==> config.mk <==
export PLATFORM = sky130hd
export DESIGN_NAME = midi_track_event_parser
export DESIGN_NICKNAME = d
export VERILOG_FILES = /design/src/rtl/core/mtep_pkg.sv /design/src/rtl/core/midi_track_event_parser.sv
export SDC_FILE = /design/constraint.sdc
export NUM_CORES = 1
export LEC_CHECK = 0
export BUFFER_PORTS_ARGS = -buffer_cell sky130_fd_sc_hd__buf_2
export CAP_MARGIN = 20
export CORE_MARGIN = 2
export CORE_UTILIZATION = 25
export CTS_CLUSTER_DIAMETER = 120
export CTS_CLUSTER_SIZE = 20
export DETAILED_ROUTE_END_ITERATION = 8
export GPL_TIMING_DRIVEN = 0
export PLACE_DENSITY = 0.48
export SYNTH_ARGS = -nofsm -noshare
export SYNTH_HDL_FRONTEND = slang
export SYNTH_SLANG_ARGS = --single-unit
==> constraint.sdc <==
create_clock -name aclk -period 26.4 [get_ports aclk]
set_clock_uncertainty 0.15 [all_clocks]
set_input_delay 5.28 -clock aclk [delete_from_list [all_inputs] [get_ports aclk]]
set_output_delay 5.28 -clock aclk [all_outputs]
set_load 0.01 [all_outputs]
==> src/rtl/core/mtep_pkg.sv <==
// ----------------------------------------------------------------------------
// mtep_pkg: shared definitions for the midi track event parser
// Record kinds, field widths and the result record type.
// ----------------------------------------------------------------------------
`default_nettype none

package mtep_pkg;

    // default longest delta time in bytes
    localparam int MaxDeltaBytesDefault = 4;

    // field widths
    localparam int DeltaW = 28;
    localparam int TempoW = 24;
    localparam int KindW  = 3;

    // meta event codes
    localparam logic [7:0] StatusMeta = 8'hFF;
    localparam logic [7:0] MetaEot    = 8'h2F;
    localparam logic [7:0] MetaTempo  = 8'h51;

    // result record kinds
    typedef enum logic [KindW-1:0] {
        KIND_CHANNEL  = 3'd0,
        KIND_META     = 3'd1,
        KIND_TEMPO    = 3'd2,
        KIND_EOT      = 3'd3,
        KIND_DELTA_OV = 3'd4
    } event_kind_t;

    // one result record
    typedef struct packed {
        event_kind_t       kind;
        logic [TempoW-1:0] tempo_micros;
        logic [7:0]        second_param;
        logic [7:0]        first_param;
        logic [3:0]        channel_number;
        logic [3:0]        event_type;
        logic [DeltaW-1:0] delta_ticks;
    } result_t;

endpackage

`default_nettype wire

==> src/rtl/core/midi_track_event_parser.sv <==
// ----------------------------------------------------------------------------
// midi_track_event_parser: streaming parser for midi track body bytes
// Decodes delta times, channel events, meta headers, tempo and end of track.
// ----------------------------------------------------------------------------
// The block takes one track byte per beat and can accept a byte in every
// cycle; each byte is decoded in the cycle it is accepted, and a record it
// completes is registered into the output register, or into the skid entry
// while the output is held. An output register plus one skid entry keep the
// slave side open while a record waits, so the input only stalls once two
// records are pending. A byte with track_start set restarts the parse with
// that byte as the first delta time byte. After an end of track record or a
// delta too long record, bytes are dropped until track_start is seen again.
`default_nettype none

module midi_track_event_parser
    import mtep_pkg::*;
#(
    parameter int MAX_DELTA_BYTES = MaxDeltaBytesDefault
) (
    input  wire logic        aclk,
    input  wire logic        aresetn,
    // slave side
    input  wire logic        s_tvalid,
    output logic             s_tready,
    input  wire logic [7:0]  s_tdata,   // [7:0] data_byte
    input  wire logic [0:0]  s_tuser,   // [0] track_start
    // master side
    output logic             m_tvalid,
    input  wire logic        m_tready,
    output logic [79:0]      m_tdata,   // [27:0] delta_ticks, [31:28] event_type,
                                        // [35:32] channel_number, [43:36] first_param,
                                        // [51:44] second_param, [75:52] tempo_micros
    output logic [2:0]       m_tuser    // [2:0] event_kind
);

    typedef enum logic [2:0] {
        PH_DELTA,
        PH_STATUS,
        PH_PARAM1,
        PH_PARAM2,
        PH_SKIP,
        PH_TEMPO,
        PH_HALT
    } phase_t;

    localparam logic [2:0] MaxDeltaCnt = 3'(MAX_DELTA_BYTES);

    phase_t             phase_reg, phase_next;
    logic [DeltaW-1:0]  delta_reg, delta_next;
    logic [2:0]         dcnt_reg, dcnt_next;
    logic [7:0]         status_reg, status_next;
    logic [7:0]         param_reg, param_next;
    logic [7:0]         skip_reg, skip_next;
    logic [TempoW-1:0]  tempo_reg, tempo_next;
    logic [1:0]         tcnt_reg, tcnt_next;

    result_t            out_reg, skid_reg, res_next;
    logic               out_valid_reg, skid_valid_reg;
    logic               res_valid;

    logic               accept, drain;
    logic [7:0]         b;

    assign b        = s_tdata;
    assign s_tready = !skid_valid_reg;
    assign accept   = s_tvalid && s_tready;
    assign drain    = out_valid_reg && m_tready;

    // per-byte parse step
    always_comb begin
        phase_t             ph;
        logic [DeltaW-1:0]  dacc;
        logic [2:0]         dcnt;
        logic [7:0]         st;
        logic [7:0]         pr;
        logic [7:0]         sk;
        logic [TempoW-1:0]  tacc;
        logic [1:0]         tcnt;

        ph   = phase_reg;
        dacc = delta_reg;
        dcnt = dcnt_reg;
        st   = status_reg;
        pr   = param_reg;
        sk   = skip_reg;
        tacc = tempo_reg;
        tcnt = tcnt_reg;

        // restart before this byte
        if (s_tuser[0]) begin
            ph   = PH_DELTA;
            dacc = '0;
            dcnt = '0;
            st   = '0;
            pr   = '0;
            sk   = '0;
            tacc = '0;
            tcnt = '0;
        end

        res_valid = 1'b0;
        res_next  = '{kind: KIND_CHANNEL, default: '0};

        unique case (ph)
            PH_DELTA: begin
                dacc = {dacc[DeltaW-8:0], b[6:0]};
                dcnt = dcnt + 3'd1;
                if (!b[7]) begin
                    ph = PH_STATUS;
                end else if (dcnt >= MaxDeltaCnt) begin
                    st        = '0;
                    pr        = '0;
                    res_valid = 1'b1;
                    res_next  = '{kind: KIND_DELTA_OV, delta_ticks: dacc, default: '0};
                    ph        = PH_HALT;
                end
            end
            PH_STATUS: begin
                st = b;
                ph = PH_PARAM1;
            end
            PH_PARAM1: begin
                pr = b;
                ph = PH_PARAM2;
            end
            PH_PARAM2: begin
                res_next = '{kind: KIND_CHANNEL, delta_ticks: dacc, event_type: st[7:4],
                             channel_number: st[3:0], first_param: pr, second_param: b,
                             tempo_micros: '0};
                if (st != StatusMeta) begin
                    res_valid = 1'b1;
                    ph        = PH_DELTA;
                    dacc      = '0;
                    dcnt      = '0;
                end else begin
                    sk = b;
                    priority if (pr == MetaEot) begin
                        res_valid     = 1'b1;
                        res_next.kind = KIND_EOT;
                        ph            = PH_HALT;
                    end else if (pr == MetaTempo) begin
                        tacc = '0;
                        tcnt = '0;
                        ph   = PH_TEMPO;
                    end else begin
                        res_valid     = 1'b1;
                        res_next.kind = KIND_META;
                        if (b == 8'd0) begin
                            ph   = PH_DELTA;
                            dacc = '0;
                            dcnt = '0;
                        end else begin
                            ph = PH_SKIP;
                        end
                    end
                end
            end
            PH_SKIP: begin
                sk = sk - 8'd1;
                if (sk == 8'd0) begin
                    ph   = PH_DELTA;
                    dacc = '0;
                    dcnt = '0;
                end
            end
            PH_TEMPO: begin
                tacc = {tacc[TempoW-9:0], b};
                tcnt = tcnt + 2'd1;
                if (tcnt == 2'd3) begin
                    res_valid = 1'b1;
                    res_next  = '{kind: KIND_TEMPO, delta_ticks: dacc, event_type: st[7:4],
                                  channel_number: st[3:0], first_param: pr,
                                  second_param: sk, tempo_micros: tacc};
                    tcnt      = '0;
                    ph        = PH_DELTA;
                    dacc      = '0;
                    dcnt      = '0;
                end
            end
            PH_HALT: begin
            end
            default: begin
            end
        endcase

        phase_next  = ph;
        delta_next  = dacc;
        dcnt_next   = dcnt;
        status_next = st;
        param_next  = pr;
        skip_next   = sk;
        tempo_next  = tacc;
        tcnt_next   = tcnt;
    end

    // parse state, updated on each accepted beat
    always_ff @(posedge aclk) begin
        if (!aresetn) begin
            phase_reg  <= PH_DELTA;
            delta_reg  <= '0;
            dcnt_reg   <= '0;
            status_reg <= '0;
            param_reg  <= '0;
            skip_reg   <= '0;
            tempo_reg  <= '0;
            tcnt_reg   <= '0;
        end else if (accept) begin
            phase_reg  <= phase_next;
            delta_reg  <= delta_next;
            dcnt_reg   <= dcnt_next;
            status_reg <= status_next;
            param_reg  <= param_next;
            skip_reg   <= skip_next;
            tempo_reg  <= tempo_next;
            tcnt_reg   <= tcnt_next;
        end
    end

    // output register with one skid entry
    always_ff @(posedge aclk) begin
        if (!aresetn) begin
            out_valid_reg  <= 1'b0;
            skid_valid_reg <= 1'b0;
        end else begin
            priority if (accept && res_valid && out_valid_reg && !drain) begin
                // output busy and held, park the new record
                skid_reg       <= res_next;
                skid_valid_reg <= 1'b1;
            end else if (drain && skid_valid_reg) begin
                // no beat can be taken while the skid entry is full
                out_reg        <= skid_reg;
                skid_valid_reg <= 1'b0;
            end else if (accept && res_valid) begin
                out_reg       <= res_next;
                out_valid_reg <= 1'b1;
            end else if (drain) begin
                out_valid_reg <= 1'b0;
            end
        end
    end

    // master side packing
    assign m_tvalid = out_valid_reg;
    assign m_tuser  = out_reg.kind;
    assign m_tdata  = {4'd0, out_reg.tempo_micros, out_reg.second_param,
                       out_reg.first_param, out_reg.channel_number,
                       out_reg.event_type, out_reg.delta_ticks};

endmodule

`default_nettype wire
# After elaboration in Yosys (flattened, before gate mapping)
# Cells that the tools add are included.
# op_classes
n_addsub	3
n_mul	0
div	0
n_lt_le_gt_ge	1
eq_ne	9
shifts	0
n_mux	68
bitwise_logic	2
reduce_logical	17
# op_table
cell	count
2-to-1 mux 79 bit	4
case mux 79 bit (3 select lines)	1
2-to-1 mux 28 bit	7
case mux 28 bit (4 select lines)	1
2-to-1 mux 24 bit	4
2-to-1 mux 78 bit	1
2-to-1 mux 8 bit	8
2-to-1 mux 3 bit	16
case mux 24 bit (2 select lines)	1
case mux 8 bit (2 select lines)	3
case mux 3 bit (6 select lines)	1
logical NOT 8 bit	2
2-to-1 mux 2 bit	7
case mux 3 bit (4 select lines)	1
2-to-1 mux 1 bit	11
== test 8 x 6 -> 1 bit (second input constant)	1
== test 8 x 7 -> 1 bit (second input constant)	1
inequality test 8 bit (second input constant)	1
subtractor 8 x 1 -> 8 bit (second input constant)	1
== test 3 x 2 -> 1 bit (second input constant)	2
== test 3 bit (second input constant)	2
logical AND 1 bit	6
AND reduction 3 bit	2
nonzero test 2 bit	3
11 further kinds	13
# word_totals
ff_bits	244
latchBits	0
ramBits	0
rom_bits	0
in_bits	13
out_inout_bits	85
wordCells	124
n_memories	0

# Depth between registers and ports, before layout
# depth
word_depth	11
depth_mapped	13
depth_no_buf	8

# Worst setup path before layout
# OpenSTA, ideal clock, no wires.
# synth_timing
kind	input to register
from	input s_tuser
to	register skid_reg[0] in the netlist's numbering (enable)
setup_time_ns	0.742
arrival_ns	15.438
t_required_ns	25.508
setup_slack_ns	10.070
cell_stages	9
path_buffers	3
cell_sequence	clkbuf_1 clkbuf_1 buf_1 nor2b_1 ha_1 xnor2_1 nor3b_2 o311ai_0 nor4b_1
# synth_between
elab_chain_len	10
word_cells_on_any_way	26
cone_classes	add/sub (2); order compare (1); eq/ne (6); mux (12); reduce/logical (5)
# synth_rtl
item	line	source
from (decl)	midi_track_event_parser.sv:26	input wire logic [0:0] s_tuser,
2-to-1 mux 3 bit or 2-to-1 mux 8 bit (tied branches)	midi_track_event_parser.sv:90	if (s_tuser[0]) begin
adder 3 x 1 -> 3 bit or == test 8 x 7 -> 1 bit (tied branches)	midi_track_event_parser.sv:107, midi_track_event_parser.sv:141	
>= comparator 3 bit or 2-to-1 mux 1 bit (tied branches)	midi_track_event_parser.sv:110, midi_track_event_parser.sv:141	
2-to-1 mux 1 bit, on equally long branches	midi_track_event_parser.sv:110, midi_track_event_parser.sv:137	
2-to-1 mux 1 bit, on equally long branches	midi_track_event_parser.sv:108, midi_track_event_parser.sv:130	
case mux 1 bit (3 select lines) (*)	midi_track_event_parser.sv:104	unique case (ph)
logical AND 1 bit (*) (3 in a row)	midi_track_event_parser.sv:225	priority if (accept && res_valid && out_valid_reg && !drain) begin
AND reduction 2 bit (no source line) (*)	-	
to (signal assigned)	midi_track_event_parser.sv:227	skid_reg <= res_next;
to (decl)	midi_track_event_parser.sv:57	result_t out_reg, skid_reg, res_next;
# Every way passes the cells marked *; elsewhere a longest branch is shown, timed or not.
# A chain may end at the register's enable or synchronous reset.

# Final worst setup path
# layout_timing
from	input s_tuser
to	register skid_reg[51] in the netlist's numbering (enable)
# The elaborated chain is that of the path after synthesis.

==> metrics.csv <==
metric;value;unit
min_path_type;flop to flop;
start_util;25.2;%
core;39500;µm²
portBuffers;86;
yosys.area_share.simple;11.0;%
setup_tns;0;ns
post-synth-top-count-cell;edfxtp_1;
comb_power_share;4.3;%
cp_slowest_cell;nor4b_2;
nFillCells;4062;
vias;6644;
route.met3.wl;1370;µm
largest_reg_flops;79;
cts_setup_buffers;0;
cts.sinks;236;
p_int;513;µW
top_layer_used;met4;
yosys-top-cells-count;edfxtp_1 (158), mux2_2 (79), dfxtp_1 (78);
clockBufferDepth;3;
place_congestion;0.821;
synth-edff-count;158;
die_x;204;µm
report.final.hold_viol_count;0;
power.density;56.3;nW/µm²
nets;917;
grt_start_max_net_pins;31;
post_drt_via_cell_ratio;4.63;
power.switching;146;µW
ant_nets;0;
hold_buffers;0;
design_area;11700;µm²
synth_flop_cell;edfxtp_1;
cp_max_fo;10;
grt-ovfl-total;0;
first_pass_iters;5;
root_buffer;clkbuf_16;
m1WireLength;12500;µm
outcome;finished clean;
rows;73;
critical-path-top-delay-family;buffers and inverters;
synthTopCellsByArea;edfxtp_1 (48%), dfxtp_1 (16%), mux2_2 (8.9%);
synth-seq-area-share;63.1;%
fin_crit_sh;40.9;%
synth_fa_ha_area_share;0.376;%
area_growth;17.1;%
p_clk_share;36.0;%
relSlewSlack;29.2;%
drc;0;
layout-drive-gt1-share;23.9;%
critPathMaxStageDelay;0.85;ns
async_flop_share;0;%
netSwitchingFraction;22.1;%
drt-wirelength-per-cell;18.2;µm
dieHeight;204;µm
crit_chain;buf_2, clkbuf_1, clkbuf_1, buf_1, nor2b_1, ha_1, xnor2_1, nor3b_2, o311ai_0, buf_1, nor4b_2, buf_4, buf_4, buf_4, buf_4, buf_4;
setup_viol;0;
synth_area_per_cell;12.8;µm²
period_minus_slack;10.80;ns
critPathMostFrequentCell;buf_4;
synth_top_area_share;47.5;%
worst_pin_slew;1.05;ns
syn_inst;779;
htree_num_levels;1;
synth.distinct_cells;57;
routed_wl;26200;µm
synth_xor_area_share;0.351;%
synth_area;9990;µm²
power.leakage;4.16;nW
crit_arrival;10.85;ns
clk_latency;0.49;ns
worstPathRequired;26.45;ns
drt_iter0_markers;391;
critPathKind;input port to flop;
dp_hpwl;18300;µm
cts_resized;0;
ir_worst_vdd;0.0000270;V
maxSlewViolCount;0;
rsz0062_at_grt;false;
grt_pass1_wl;40500;µm
die_area;41600;µm²
numCtsBuffers;15;
synth-seq-cells;236;
yosysWarnings;0;
synth_compound_area_share;13.3;%
start_kind;input port;
io_pins;98;
cp-end-kind;flop;
route.met2.wl;11800;µm
synth_top_family_by_area;compound AO/OA/AOI/OAI gates;
first_global_vias;6498;
cts.clk_slew.worst_paths;0.08;ns
p_seq_share;59.7;%
clock.fmax;92.6;MHz
grt_use_total;12.6;%
synth_mux_area_share;9.11;%
cts_tree;done;
grt_antenna_before_repair;2;
yosys.area.top_type;edfxtp_1;
max_cap_violations;0;
path_buf_inv;10;
dpl_cell_area;11300;µm²
[cell usage in the layout (no fill, tap or decap), types with 4 or more instances in the layout]
| cell type | n |
|---|---|
| a22o_1 | 39 |
| o21ai_0 | 47 |
| dfxtp_1 | 78 |
| and2_1 | 44 |
| nor4_1 | 7 |
| and3_1 | 5 |
| nor3_1 | 9 |
| inv_1 | 6 |
| edfxtp_1 | 158 |
| nand2_1 | 30 |
| a22oi_1 | 29 |
| nand2b_1 | 5 |
| conb_1 | 4 |
| buf_1 | 5 |
| buf_2 | 94 |
| a32o_1 | 7 |
| nor2b_1 | 35 |
| a21boi_0 | 7 |
| a21oi_1 | 38 |
| buf_4 | 14 |
| clkbuf_1 | 55 |
| mux2_2 | 79 |
| nor2_1 | 31 |
| or2_2 | 4 |
| clkbuf_16 | 16 |
[final timing paths]
path | startpoint | to | slack [ns] | depth (start not counted)
max | s_tuser | skid_reg[51] | 15.60 | 16
min | delta_reg[25] | delta_reg[25] | 0.36 | 1
max reg2reg | phase_reg[0] | skid_reg[51] | 21.26 | 12
min reg2reg | delta_reg[25] | delta_reg[25] | 0.36 | 1
[routing by layer]
layer,track usage [%],vias up
li1,-,3165
met1,18.1,3285
met2,19.7,165
met3,2.22,29
met4,2.53,0
met5,0,-
[through the flow]
step / utilization [%] / std cells / setup WS (ns) / hold slack, ns / power [mW]
floorplan: - / 782 / 10.07 / 0.298 / 0.419
global placement: 28.0 / 1393 / 3.86 / 0.318 / 0.429
detailed placement: 28.5 / 1409 / 15.00 / 0.320 / 0.429
CTS: 29.6 / 1434 / 15.50 / 0.352 / 0.669
global route: 29.6 / 1434 / 15.14 / 0.373 / 0.683
finish: 29.6 / 1436 / 15.60 / 0.357 / 0.659
[power by group through the flow]
stage	combinational, mW	sequential [mW]	clock [mW]
final	0.0280	0.393	0.237
after global routing	0.0307	0.394	0.259
after CTS	0.0279	0.393	0.247
after detailed placement	0.0278	0.402	0
after global placement	0.0274	0.402	0
after floorplan	0.0176	0.401	0
[area by class of cell]
class / instances / area, µm² / area share [%]
multi-input combinational: 480 / 3440 / 29.4
buffer: 60 / 249 / 2.13
sequential: 236 / 6310 / 53.9
inverter: 6 / 22.5 / 0.193
tap: 525 / 657 / 5.62
antenna: 2 / 5.00 / 0.0428
clock buffer: 25 / 434 / 3.71
timing repair buffer: 102 / 586 / 5.01
[cell families after synthesis]
family,Yosys count
flops,236
simple gates,195
compound gates,193
mux,81
buf+inv,66
xor+xnor,4
fa+ha+maj,3
other cells,1
(Power assumes the default switching activity.)
